[config.mk]
export PLATFORM = sky130hd
export DESIGN_NAME = multichannel_soft_pwm_table_unit
export DESIGN_NICKNAME = d
export VERILOG_FILES = /design/src/rtl/mspt_pkg.sv /design/src/rtl/mspt_front.sv /design/src/rtl/mspt_back.sv /design/src/rtl/multichannel_soft_pwm_table_unit.sv
export SDC_FILE = /design/constraint.sdc
export NUM_CORES = 1
export LEC_CHECK = 0
export BUFFER_PORTS_ARGS = -buffer_cell sky130_fd_sc_hd__buf_2
export CELL_PAD_IN_SITES_DETAIL_PLACEMENT = 1
export CELL_PAD_IN_SITES_GLOBAL_PLACEMENT = 1
export CORE_MARGIN = 5
export CORE_UTILIZATION = 50
export CTS_CLUSTER_SIZE = 12
export DETAILED_ROUTE_END_ITERATION = 7
export HOLD_SLACK_MARGIN = 0.05
export PLACE_DENSITY_LB_ADDON = 0.1
export RECOVER_POWER = 100
export SYNTH_ARGS = -nofsm -noshare
export SYNTH_HDL_FRONTEND = slang
export SYNTH_SLANG_ARGS = --single-unit
[constraint.sdc]
create_clock -name clk -period 13.9 [get_ports clk]
set_clock_uncertainty 0.1 [all_clocks]
set_input_delay 4.17 -clock clk [delete_from_list [all_inputs] [get_ports clk]]
set_output_delay 4.17 -clock clk [all_outputs]
set_load 0.05 [all_outputs]
[src/rtl/mspt_pkg.sv]
// Shared types and constants for the multichannel soft PWM table.
// Used by mspt_front, mspt_back and multichannel_soft_pwm_table_unit.
`default_nettype none
package mspt_pkg;

  localparam int CHANNELS = 8;
  localparam int PINS     = 32;

  localparam int SLOT_W  = (CHANNELS > 1) ? $clog2(CHANNELS) : 1;
  localparam int PIN_W   = 5;
  localparam int CNT_W   = 16;
  localparam int LEN_W   = 32;
  localparam int LVL_W   = 32;
  localparam int IDX_W   = 3;
  localparam int KIND_W  = 2;

  localparam logic [KIND_W-1:0] KIND_TICK    = 2'd0;
  localparam logic [KIND_W-1:0] KIND_SETUP   = 2'd1;
  localparam logic [KIND_W-1:0] KIND_CHANGE  = 2'd2;
  localparam logic [KIND_W-1:0] KIND_RELEASE = 2'd3;

  typedef enum logic [2:0] {
    OP_TICK,
    OP_SETUP,
    OP_CHANGE,
    OP_RELEASE,
    OP_NONE
  } op_t;

  typedef struct packed {
    op_t              op;
    logic [PIN_W-1:0] pin;
    logic [CNT_W-1:0] period;
    logic [CNT_W-1:0] high_time;
    logic [LEN_W-1:0] length;
  } cmd_t;

  typedef struct packed {
    logic [LVL_W-1:0] pin_levels;
    logic             slot_found;
    logic [IDX_W-1:0] slot_index;
  } res_t;

endpackage
`default_nettype wire

[src/rtl/mspt_front.sv]
// Front end: accepts input items, classifies them into slot operations
// and holds them in a two-entry command queue. Depends on mspt_pkg.
`default_nettype none
module mspt_front (
  input  wire                      clk,
  input  wire                      rst_n,
  input  wire                      push,
  output logic                     full,
  input  wire [mspt_pkg::KIND_W-1:0] kind,
  input  wire [mspt_pkg::PIN_W-1:0]  pin,
  input  wire [mspt_pkg::CNT_W-1:0]  period,
  input  wire [mspt_pkg::CNT_W-1:0]  high_time,
  input  wire [mspt_pkg::LEN_W-1:0]  length,
  output logic                     cmd_valid,
  output mspt_pkg::cmd_t           cmd,
  input  wire                      cmd_take
);
  import mspt_pkg::*;

  cmd_t       q_r [2];
  logic       wr_ptr_r, wr_ptr_nxt;
  logic       rd_ptr_r, rd_ptr_nxt;
  logic [1:0] cnt_r, cnt_nxt;
  logic       do_push, do_pop;
  logic       pin_ok;
  cmd_t       new_cmd;

  assign pin_ok = {1'b0, 32'(pin)} < {1'b0, 32'(PINS)};

  always_comb begin
    new_cmd.pin       = pin;
    new_cmd.period    = period;
    new_cmd.high_time = high_time;
    new_cmd.length    = length;
    unique case (kind)
      KIND_TICK:    new_cmd.op = OP_TICK;
      KIND_SETUP:   new_cmd.op = pin_ok ? OP_SETUP : OP_NONE;
      KIND_CHANGE:  new_cmd.op = pin_ok ? OP_CHANGE : OP_NONE;
      KIND_RELEASE: new_cmd.op = pin_ok ? OP_RELEASE : OP_NONE;
      default:      new_cmd.op = OP_NONE;
    endcase
  end

  assign full      = cnt_r == 2'd2;
  assign cmd_valid = cnt_r != 2'd0;
  assign cmd       = q_r[rd_ptr_r];
  assign do_push   = push && !full;
  assign do_pop    = cmd_take && cmd_valid;

  always_comb begin
    wr_ptr_nxt = do_push ? ~wr_ptr_r : wr_ptr_r;
    rd_ptr_nxt = do_pop ? ~rd_ptr_r : rd_ptr_r;
    cnt_nxt    = cnt_r;
    if (do_push && !do_pop) begin
      cnt_nxt = cnt_r + 2'd1;
    end else if (do_pop && !do_push) begin
      cnt_nxt = cnt_r - 2'd1;
    end
  end

  always_ff @(posedge clk) begin
    if (!rst_n) begin
      wr_ptr_r <= 1'b0;
      rd_ptr_r <= 1'b0;
      cnt_r    <= 2'd0;
    end else begin
      wr_ptr_r <= wr_ptr_nxt;
      rd_ptr_r <= rd_ptr_nxt;
      cnt_r    <= cnt_nxt;
    end
  end

  always_ff @(posedge clk) begin
    if (do_push) begin
      q_r[wr_ptr_r] <= new_cmd;
    end
  end

endmodule
`default_nettype wire

[src/rtl/mspt_back.sv]
// Back end: walks the slot table one slot per cycle to carry out a command,
// then loads the result register. Depends on mspt_pkg.
`default_nettype none
module mspt_back (
  input  wire            clk,
  input  wire            rst_n,
  input  wire            cmd_valid,
  input  mspt_pkg::cmd_t cmd,
  output logic           cmd_take,
  output logic           res_valid,
  output mspt_pkg::res_t res,
  input  wire            res_pop
);
  import mspt_pkg::*;

  typedef enum logic [1:0] {
    ST_IDLE = 2'b01,
    ST_WALK = 2'b10
  } state_t;

  state_t            state_r, state_nxt;
  logic [SLOT_W-1:0] slot_r, slot_nxt;
  cmd_t              cmd_r;
  logic              found_r, found_nxt;
  logic [SLOT_W-1:0] fidx_r, fidx_nxt;
  logic              res_valid_r;
  res_t              res_r;

  logic [CHANNELS-1:0] bound_r, bound_nxt;
  logic [CHANNELS-1:0] active_r, active_nxt;
  logic [PIN_W-1:0]    spin_r   [CHANNELS];
  logic [CNT_W-1:0]    phase_r  [CHANNELS];
  logic [CNT_W-1:0]    period_r [CHANNELS];
  logic [CNT_W-1:0]    low_r    [CHANNELS];
  logic [LEN_W-1:0]    rem_r    [CHANNELS];
  logic [PINS-1:0]     level_r, level_nxt;

  logic             c_active, c_same, last, hit;
  logic [PIN_W-1:0] c_pin;
  logic [CNT_W-1:0] c_phase, c_period, c_low, ph_inc;
  logic [LEN_W-1:0] c_rem;
  logic             wr_phase, wr_fields, wr_rem;
  logic [CNT_W-1:0] phase_w;
  logic [LEN_W-1:0] rem_w;
  logic [PINS-1:0]  tick_mask, cmd_mask;
  logic [63:0]      lvl_ext;
  logic [31:0]      idx_ext;

  assign c_active = active_r[slot_r];
  assign c_pin    = spin_r[slot_r];
  assign c_phase  = phase_r[slot_r];
  assign c_period = period_r[slot_r];
  assign c_low    = low_r[slot_r];
  assign c_rem    = rem_r[slot_r];
  assign c_same   = bound_r[slot_r] && (c_pin == cmd_r.pin);
  assign last     = slot_r == SLOT_W'(CHANNELS - 1);
  assign ph_inc   = c_phase + 16'd1;

  assign tick_mask = PINS'(1) << c_pin;
  assign cmd_mask  = PINS'(1) << cmd_r.pin;

  assign cmd_take  = (state_r == ST_IDLE) && cmd_valid && (!res_valid_r || res_pop);
  assign res_valid = res_valid_r;
  assign res       = res_r;

  always_comb begin
    bound_nxt  = bound_r;
    active_nxt = active_r;
    level_nxt  = level_r;
    found_nxt  = found_r;
    fidx_nxt   = fidx_r;
    wr_phase   = 1'b0;
    wr_fields  = 1'b0;
    wr_rem     = 1'b0;
    phase_w    = c_phase;
    rem_w      = cmd_r.length;
    hit        = 1'b0;
    case (cmd_r.op)
      OP_SETUP:   hit = !found_r && (!c_active || c_same);
      OP_CHANGE:  hit = !found_r && c_same;
      OP_RELEASE: hit = !found_r && c_active && c_same;
      default:    hit = 1'b0;
    endcase
    if (state_r == ST_WALK) begin
      if (cmd_r.op == OP_TICK) begin
        if (c_active) begin
          if (c_phase == c_low) begin
            level_nxt = level_r & ~tick_mask;
          end else if (c_phase == '0) begin
            level_nxt = level_r | tick_mask;
          end
          if (c_rem != '0) begin
            wr_rem = 1'b1;
            rem_w  = c_rem - 32'd1;
            if (c_rem == 32'd1) begin
              active_nxt[slot_r] = 1'b0;
            end
          end
          wr_phase = 1'b1;
          phase_w  = (ph_inc >= c_period) ? '0 : ph_inc;
        end
      end else if (hit) begin
        found_nxt = 1'b1;
        fidx_nxt  = slot_r;
        case (cmd_r.op)
          OP_SETUP: begin
            bound_nxt[slot_r]  = 1'b1;
            active_nxt[slot_r] = 1'b1;
            wr_phase  = 1'b1;
            phase_w   = '0;
            wr_fields = 1'b1;
            wr_rem    = 1'b1;
          end
          OP_CHANGE: begin
            active_nxt[slot_r] = 1'b1;
            wr_fields = 1'b1;
            wr_rem    = 1'b1;
          end
          default: begin
            bound_nxt[slot_r]  = 1'b0;
            active_nxt[slot_r] = 1'b0;
            level_nxt = level_r & ~cmd_mask;
          end
        endcase
      end
    end
  end

  always_comb begin
    state_nxt = state_r;
    slot_nxt  = slot_r;
    unique case (state_r)
      ST_IDLE: begin
        slot_nxt = '0;
        if (cmd_take) begin
          state_nxt = ST_WALK;
        end
      end
      ST_WALK: begin
        slot_nxt = slot_r + SLOT_W'(1);
        if (last) begin
          state_nxt = ST_IDLE;
          slot_nxt  = '0;
        end
      end
      default: begin
        state_nxt = ST_IDLE;
        slot_nxt  = '0;
      end
    endcase
  end

  assign lvl_ext = 64'(level_nxt);
  assign idx_ext = 32'(fidx_nxt);

  always_ff @(posedge clk) begin
    if (!rst_n) begin
      state_r     <= ST_IDLE;
      slot_r      <= '0;
      found_r     <= 1'b0;
      fidx_r      <= '0;
      res_valid_r <= 1'b0;
      bound_r     <= '0;
      active_r    <= '0;
      level_r     <= '0;
      for (int i = 0; i < CHANNELS; i++) begin
        phase_r[i] <= '0;
      end
    end else begin
      state_r  <= state_nxt;
      slot_r   <= slot_nxt;
      bound_r  <= bound_nxt;
      active_r <= active_nxt;
      level_r  <= level_nxt;
      if (cmd_take) begin
        found_r <= 1'b0;
        fidx_r  <= '0;
      end else begin
        found_r <= found_nxt;
        fidx_r  <= fidx_nxt;
      end
      if (wr_phase) begin
        phase_r[slot_r] <= phase_w;
      end
      // result register frees on a transfer, fills when the walk ends
      if (state_r == ST_WALK && last) begin
        res_valid_r <= 1'b1;
      end else if (res_pop) begin
        res_valid_r <= 1'b0;
      end
    end
  end

  always_ff @(posedge clk) begin
    if (cmd_take) begin
      cmd_r <= cmd;
    end
    if (wr_fields) begin
      spin_r[slot_r]   <= cmd_r.pin;
      period_r[slot_r] <= cmd_r.period;
      low_r[slot_r]    <= cmd_r.high_time;
    end
    if (wr_rem) begin
      rem_r[slot_r] <= rem_w;
    end
    if (state_r == ST_WALK && last) begin
      res_r.pin_levels <= lvl_ext[LVL_W-1:0];
      res_r.slot_found <= found_nxt;
      res_r.slot_index <= idx_ext[IDX_W-1:0];
    end
  end

endmodule
`default_nettype wire

[src/rtl/multichannel_soft_pwm_table_unit.sv]
// Top level of the multichannel soft PWM table: front queue plus slot walker.
// Depends on mspt_pkg, mspt_front and mspt_back.
//
// Input channel: present kind, pin, period, high_time and length with push;
// a transfer happens on a clock edge with push high and full low. Up to two
// items wait in the command queue while the slot walker is busy.
// Result channel: while empty is low the oldest result (pin levels, slot
// found flag, slot index) is on the out_ ports; it transfers on an edge with
// pop high. Exactly one result per input item, in order.
// Every item, tick or command, walks all CHANNELS slots one per cycle in the
// back end; the walker takes a new item only from idle, after the last slot,
// and the result register is loaded as the walk of the last slot ends.
// The walker starts an item only once the result register is free, so a
// stalled receiver backs up into the command queue and then raises full.
// Synchronous reset clears all slots to unbound and inactive, all phase
// counts and pin levels to zero, and empties both queues.
`default_nettype none
module multichannel_soft_pwm_table_unit (
  input  wire                          clk,
  input  wire                          rst_n,
  input  wire                          push,
  output logic                         full,
  input  wire [mspt_pkg::KIND_W-1:0]   in_kind,
  input  wire [mspt_pkg::PIN_W-1:0]    in_pin,
  input  wire [mspt_pkg::CNT_W-1:0]    in_period,
  input  wire [mspt_pkg::CNT_W-1:0]    in_high_time,
  input  wire [mspt_pkg::LEN_W-1:0]    in_length,
  output logic                         empty,
  input  wire                          pop,
  output logic [mspt_pkg::LVL_W-1:0]   out_pin_levels,
  output logic                         out_slot_found,
  output logic [mspt_pkg::IDX_W-1:0]   out_slot_index
);
  import mspt_pkg::*;

  logic cmd_valid, cmd_take, res_valid;
  cmd_t cmd;
  res_t res;

  mspt_front u_front (
    .clk       (clk),
    .rst_n     (rst_n),
    .push      (push),
    .full      (full),
    .kind      (in_kind),
    .pin       (in_pin),
    .period    (in_period),
    .high_time (in_high_time),
    .length    (in_length),
    .cmd_valid (cmd_valid),
    .cmd       (cmd),
    .cmd_take  (cmd_take)
  );

  mspt_back u_back (
    .clk       (clk),
    .rst_n     (rst_n),
    .cmd_valid (cmd_valid),
    .cmd       (cmd),
    .cmd_take  (cmd_take),
    .res_valid (res_valid),
    .res       (res),
    .res_pop   (pop)
  );

  assign empty          = !res_valid;
  assign out_pin_levels = res.pin_levels;
  assign out_slot_found = res.slot_found;
  assign out_slot_index = res.slot_index;

endmodule
`default_nettype wire
==> results of run 1 <==
[state kept, by name (all words and copies together), names as in the netlist, named ones only]
name              count
u_front.q_r         142
u_back.slot_r         3
u_back.period_r     128
u_back.spin_r        40
u_back.found_r        1
u_back.res           36
u_front.cnt_r         2
u_back.cmd_r         71
u_back.fidx_r         3
u_back.level_r       32
u_back.res_valid      1
u_back.phase_r      128
u_back.rem_r        256
u_front.rd_ptr_r      1
u_front.wr_ptr_r      1
u_back.state_r        2
u_back.low_r        128
[cell type report]
cell class,instances,area share [%]
sequential,991,62.09
multi-input combinational,1525,25.58
clock buffer,137,6.029
tap,1134,3.023
timing repair buffer,183,2.039
clock inverter,40,0.9356
inverter,38,0.3039
[worst reg2reg max path: cells and delay by family (launching register included)]
kind / cells / cell delay (ps)
AOI/OAI and AO/OA: 8 / 3330
xor gates and xnor gates: 1 / 180
adders and majority gates: 1 / 360
buffers and inverters: 2 / 3010
DFF: 1 / 1500
and+or+nand+nor: 5 / 1650
[final timing paths]
path                               startpoint                                   to
setup / recovery  u_back.slot_r[0]$_SDFF_PP0_  u_back.phase_r[4][14]$_SDFFCE_PN0P_
setup reg to reg  u_back.slot_r[0]$_SDFF_PP0_  u_back.phase_r[4][14]$_SDFFCE_PN0P_
hold / removal                      flip-flop                            flip-flop
hold reg to reg                     flip-flop                            flip-flop
[metal layers]
metal	vias up	wire, µm
met3	225	9719
met5	-	9
met1	13660	51670
li1	11180	-
met4	2	4055
met2	1059	58160
[stage by stage]
stage,hold WS [ps],util (%),area [µm²]
after global placement,346.4,52.57,44000
after detailed placement,355.1,52.57,44000
after floorplan,335.3,-,42230
after CTS,365.8,56.48,47270
final,364.3,56.09,46940
after global routing,388.5,56.09,46940
[synth_stat cells, types with 9 or more instances]
cell / instances
nor2b_1: 16
inv_1: 36
a211oi_1: 11
a31oi_1: 15
edfxtp_1: 929
xnor2_1: 44
xor2_1: 18
o31ai_1: 16
o22ai_1: 39
o211ai_1: 24
buf_2: 45
o21ai_0: 38
a21oi_1: 65
nor2_1: 145
and2_1: 12
buf_6: 24
mux4_2: 39
mux2i_1: 79
mux2_2: 140
dfxtp_1: 62
nand4_1: 14
buf_4: 20
nand2b_1: 17
nand3b_1: 15
nand2_1: 133
nand3_1: 58
o41ai_1: 10
a22o_1: 23
and3_1: 34
o21ai_1: 11
o311ai_0: 12
mux2_1: 16
a22oi_1: 62
a21o_1: 9
nor3_1: 57
a221oi_1: 75
a221o_1: 15
nor4_2: 16
nor4_1: 31
ha_1: 28
o32ai_1: 19
nor3b_1: 9
clkbuf_1: 75
[where the power goes]
group	switching (mW)	internal (mW)	leakage [nW]
Combinational	0.536	0.231	4.11
Sequential	0.192	3.73	9.10
Clock	1.14	1.57	1.59
[logic make-up (layout without fill, tap and decap cells)]
| kind of cell | after synthesis | after routing | share of synthesized area, % |
|---|---|---|---|
| xor+xnor | 62 | 62 | 1.286 |
| flops | 991 | 991 | 68.99 |
| mux | 280 | 280 | 8.322 |
| fa+ha+maj | 28 | 28 | 0.8295 |
| compound gates | 530 | 530 | 9.886 |
| simple gates | 625 | 625 | 7.990 |
| buf+inv | 211 | 398 | 2.693 |
==> reports/results.txt, run 1 <==
Num CTS Buffers: 105
critical path's most frequent cell: a21o_1
Root Driver: clkbuf_16
crit path DAT: 10700 ps
biggest area consumer among synthesized cells: edfxtp_1
Crit path largest cell delay: 2250 ps
top cell type's share of synthesized area: 66.05%
fin crit share: 74.86%
clk_lat worst skew: 700 ps
fin cells: 4048
ratio of cells with drive above 1 in the final layout: 16.23%
clock transition at the registers of the reported paths: 60 ps
Die W: 300.6 µm
Pre-Repair DR Iteration Count: 5
post-layout min period: 10400 ps
Synth async-reset ratio: 0%
Routed Antenna Nets: 0
Hold Buf Count CTS: 0
Inst Count DP: 3870
area of the multi-input gates: 0.01201 mm²
M2 GR Usage: 43.54%
io pins: 113
die area: 0.09038 mm²
initial antenna violation count: 2
Final Setup Violations: 0
Pwr Density: 157.5 mW/mm²
Final WS setup: 3495 ps
fmax: 96.11 MHz
GRT Overall Usage: 27.08%
Setup Fix Bufs, Post-CTS: 0
Buf/Inv on CP: 2
CTS Buffer Depth: 3
core area: 0.08369 mm²
synth-to-layout area growth: 11.15%
H-tree Lvls: 3
Gate Count Post-Synth: 2727
Routability Congestion: 0.9261
RSZ-0062 raised after global routing: false
Synth Register Bits: 991
FILL cells: 7723
Die Y: 300.6 µm
register-to-register path setup slack: 3500 ps
ant diodes: 0
setup TNS: 0 ps
CTS tree: done
Cell Rows: 106
Post-synth EDFFs: 929
Register Area: 0.02915 mm²
Post-DP HPWL: 76.97 mm
commonest non-fill, non-tap cells in the layout: 929 x edfxtp_1, 137 x nor2_1, 133 x nand2_1, 119 x clkbuf_1, 115 x mux2_2
Port Buffer Count: 112
met1 Track Usage GR: 37.43%
final slew viol count: 533
Final Net Count: 2947
drt wl/cell: 30.54 µm
Initial Util: 50.46%
data required time of the worst path: 14190 ps
GRT overflow: 0
Leakage: 14.80 nW
top_reg_cell synth: edfxtp_1
grt met3 use: 5.775%
Crit Path Max Fanout: 48
clock net sink count: 991
power consumption: 7.391 mW
Slew headroom: -114.2%
Worst Setup End Kind: flip-flop
Setup Slack @ Placement: 5982 ps
Max VDD drop: 0.1221 mV
drt drc: 0
status: finished with violations
largest net degree at the start of global routing: 95
Hold Path Class: flip-flop to flip-flop
cts repair resizes: 0
violated checks: capacitance limit, slew limit
CP top delay family: compound AO/OA/AOI/OAI gates
Final Hold Vio Count: 0
Cell variety after synth: 104
routed vias/inst: 6.455
Synth area leaders: edfxtp_1 66%, mux2_2 3.7%, dfxtp_1 2.9%, mux4_2 2.1%, mux2i_1 1.9%
Cell Chain, Critical Path: clkbuf_1 -> nor2b_1 -> clkbuf_1 -> a221o_1 -> a21oi_1 -> nor3_1 -> and4_1 -> xor2_1 -> ha_1 -> a21o_1 -> a21o_1 -> a21oi_1 -> o211ai_1 -> a21o_1 -> nor4_1 -> a311oi_1 -> nor2_1
commonest non-fill, non-tap cell in the layout: edfxtp_1
CP Launch Type: flip-flop
slew at the pin with the worst max-slew slack: 3213 ps
Synth Area per Inst: 15.49 µm²
syn_nets: 2830
Routed WL: 123.6 mm
cells on worst reg2reg path: 17
Initial DRC Count: 2434
critical path depth in cells: 17
CP max-delay cell: clkbuf_1
Worst Setup Path Type: flip-flop to flip-flop
Yosys warning total: 0
number of global-route vias before repair: 27070
busiest layer in global routing: met2
Mapped Area: 0.04223 mm²
Hold Path Cell Cnt: 2
max-cap violation count: 15
DR vias: 26130
first-pass GRT wire length: 181.1 mm
sequential element share of the synthesized area: 68.99%
(Power assumes the default switching activity.)
==> run 2: changes to the inputs <==
--- a/config.mk
+++ b/config.mk
@@ -9,7 +9,7 @@
 export CELL_PAD_IN_SITES_DETAIL_PLACEMENT = 1
 export CELL_PAD_IN_SITES_GLOBAL_PLACEMENT = 1
 export CORE_MARGIN = 5
-export CORE_UTILIZATION = 50
+export CORE_UTILIZATION = 48
 export CTS_CLUSTER_SIZE = 12
 export DETAILED_ROUTE_END_ITERATION = 7
 export HOLD_SLACK_MARGIN = 0.05
==> constraint.sdc (replaced) <==
create_clock -name clk -period 8.59 [get_ports clk]
set_clock_uncertainty 0.1 [all_clocks]
set_input_delay 2.577 -clock clk [delete_from_list [all_inputs] [get_ports clk]]
set_output_delay 2.577 -clock clk [all_outputs]
set_load 0.05 [all_outputs]
==> run 2 against run 1 <==
The run still ends with capacitance limit, slew limit left. Routed wire length is 3.6% higher. Design area is 0.22% lower. Final cell count grew 0.96%. Critical path depth shrank 6. Setup slack worse by 2500 ps. Sequential power increased by 62%. Sequential cell count did not move. Die area is 4.0% higher. Total power grew 59%. Hold slack about the same. Non-clock buffer count increased by 19. Critical endpoint is now u_back.rem_r[0][18]$_DFFE_PP_. Largest power group unchanged.
==> reports/results.txt, run 2 (synthesized netlist as in run 1, its figures left out) <==
cells on worst reg2reg path: 11 (was 17)
Pre-Repair DR Iteration Count: 5 (unchanged)
Initial Util: 48.53% (was 50.46%)
slew at the pin with the worst max-slew slack: 3074 ps (was 3213 ps)
post-layout min period: 7629 ps (was 10400 ps)
CP Launch Type: flip-flop (unchanged)
synth-to-layout area growth: 10.91% (was 11.15%)
Routed WL: 128.1 mm (was 123.6 mm)
DR vias: 26310 (was 26130)
core area: 0.08702 mm² (was 0.08369 mm²)
Leakage: 14.84 nW (was 14.80 nW)
GRT Overall Usage: 26.72% (was 27.08%)
Pwr Density: 250.8 mW/mm² (was 157.5 mW/mm²)
drt drc: 0 (unchanged)
first-pass GRT wire length: 187.1 mm (was 181.1 mm)
GRT overflow: 0 (unchanged)
Port Buffer Count: 112 (unchanged)
Largest Register: u_back.rem_r (unchanged)
Hold Path Cell Cnt: 2 (unchanged)
H-tree Lvls: 3 (unchanged)
Crit Path Max Fanout: 48 (unchanged)
fin crit share: 88.81% (was 74.86%)
commonest non-fill, non-tap cells in the layout: 929 x edfxtp_1, 137 x nor2_1, 133 x nand2_1, 128 x clkbuf_1, 108 x mux2_2 (was 929 x edfxtp_1, 137 x nor2_1, 133 x nand2_1, 119 x clkbuf_1, 115 x mux2_2)
Slew headroom: -104.9% (was -114.2%)
clock transition at the registers of the reported paths: 60 ps (about the same)
worst r2r src: u_back.slot_r[1]$_SDFF_PP0_ (was u_back.slot_r[0]$_SDFF_PP0_)
final slew viol count: 519 (was 533)
CTS Buffer Depth: 3 (unchanged)
clk_lat worst skew: 700 ps (about the same)
Die Y: 306.6 µm (was 300.6 µm)
Top Registers: u_back.rem_r: 256 flops, u_front.q_r: 142 flops (unchanged)
Worst Setup Path Type: flip-flop to flip-flop (unchanged)
power consumption: 11.75 mW (was 7.391 mW)
CTS tree: done (unchanged)
Hold Buf Count CTS: 0 (unchanged)
fmax: 131.1 MHz (was 96.11 MHz)
ant diodes: 0 (unchanged)
number of global-route vias before repair: 27320 (was 27070)
ratio of cells with drive above 1 in the final layout: 15.62% (was 16.23%)
Routed Antenna Nets: 0 (unchanged)
Routability Congestion: 0.9468 (was 0.9261)
Hold Path Class: flip-flop to flip-flop (unchanged)
Final Setup Violations: 0 (unchanged)
Die W: 306.6 µm (was 300.6 µm)
data required time of the worst path: 8790 ps (was 14190 ps)
violated checks: capacitance limit, slew limit (unchanged)
Setup Slack @ Placement: 2146 ps (was 5982 ps)
fin util: 53.82% (was 56.09%)
die area: 0.09402 mm² (was 0.09038 mm²)
Worst Setup End Kind: flip-flop (unchanged)
largest net degree at the start of global routing: 59 (was 95)
Setup Fix Bufs, Post-CTS: 0 (unchanged)
routed vias/inst: 6.437 (was 6.455)
crit path DAT: 7820 ps (was 10700 ps)
Num CTS Buffers: 101 (was 105)
Final Net Count: 2962 (was 2947)
register-to-register path setup slack: 960 ps (was 3500 ps)
clock net sink count: 991 (unchanged)
commonest non-fill, non-tap cell in the layout: edfxtp_1 (unchanged)
initial antenna violation count: 3 (was 2)
Root Driver: clkbuf_16 (unchanged)
cts repair resizes: 0 (unchanged)
RSZ-0062 raised after global routing: false (unchanged)
setup TNS: 0 ps (unchanged)
Final Hold Vio Count: 0 (unchanged)
Post-DP HPWL: 81.69 mm (was 76.97 mm)
max-cap violation count: 17 (was 15)
RR Endpoint: u_back.rem_r[0][18]$_DFFE_PP_ (was u_back.phase_r[4][14]$_SDFFCE_PN0P_)
status: finished with violations (unchanged)
Initial DRC Count: 2644 (was 2434)
io pins: 113 (unchanged)
Cell Rows: 108 (was 106)
Largest register FFs: 256 (unchanged)
Final WS setup: 961.1 ps (was 3495 ps)
Max VDD drop: 0.2237 mV (was 0.1221 mV)
drt wl/cell: 31.33 µm (was 30.54 µm)
run 2: area by class of cell:
class | instances | area [µm²]
sequential | 991 | 29150
fill | 8275 | 40180
tap | 1155 | 1445
inverter | 38 | 142.6
timing repair buffer | 202 | 1086
clock buffer | 138 | 2676
clock inverter | 38 | 384.1
multi-input combinational | 1525 | 11960
run 2: through the flow:
step | cells | area (µm²) | hold WS (ps)
floorplan | 2727 | 42240 | 335.3
global placement | 3911 | 44160 | 345.7
detailed placement | 3911 | 44160 | 359.2
CTS | 4087 | 47230 | 367.6
global route | 4087 | 46840 | 394.1
finish | 4087 | 46840 | 364.2
run 2: worst max-delay path by stage:
stage | from | end | slack [ps] | depth (start not counted)
floorplan | pop | u_front.cnt_r[1]$_SDFFE_PN0P_ | 170 | 7
global placement | u_back.slot_r[1]$_SDFF_PP0_ | u_back.phase_r[6][4]$_SDFFCE_PN0P_ | 2260 | 17
detailed placement | u_back.slot_r[1]$_SDFF_PP0_ | u_back.phase_r[3][4]$_SDFFCE_PN0P_ | 2150 | 18
CTS | u_back.slot_r[1]$_SDFF_PP0_ | u_back.phase_r[4][4]$_SDFFCE_PN0P_ | 2120 | 18
global route | u_back.slot_r[0]$_SDFF_PP0_ | u_back.rem_r[0][17]$_DFFE_PP_ | 820 | 10
finish | u_back.slot_r[1]$_SDFF_PP0_ | u_back.rem_r[0][18]$_DFFE_PP_ | 960 | 11
run 2: metal layers:
layer,GRT usage [%],vias up,part of all wire (%)
met5,0,-,0
met4,6.282,0,2.1
met3,3.902,170,6.6
met2,43.18,1024,47
met1,38.91,13900,44
li1,-,11210,-
run 2: power breakdown:
part | switching [mW] | leakage, nW | internal [mW]
Clock | 1.84 | 1.48 | 2.30
Combinational | 0.875 | 4.26 | 0.373
Sequential | 0.328 | 9.10 | 6.03
run 2: worst max-delay path, cell delays in order, from the launching register on:
cell and delay, ps:
dfxtp_4 800, buf_4 510, nor2b_1 960, clkbuf_1 950
a221oi_1 240, o22a_1 340, nand4_1 210, nor2_2 130
and4_1 200, a31o_1 830, a21oi_4 1100, clkbuf_1 770
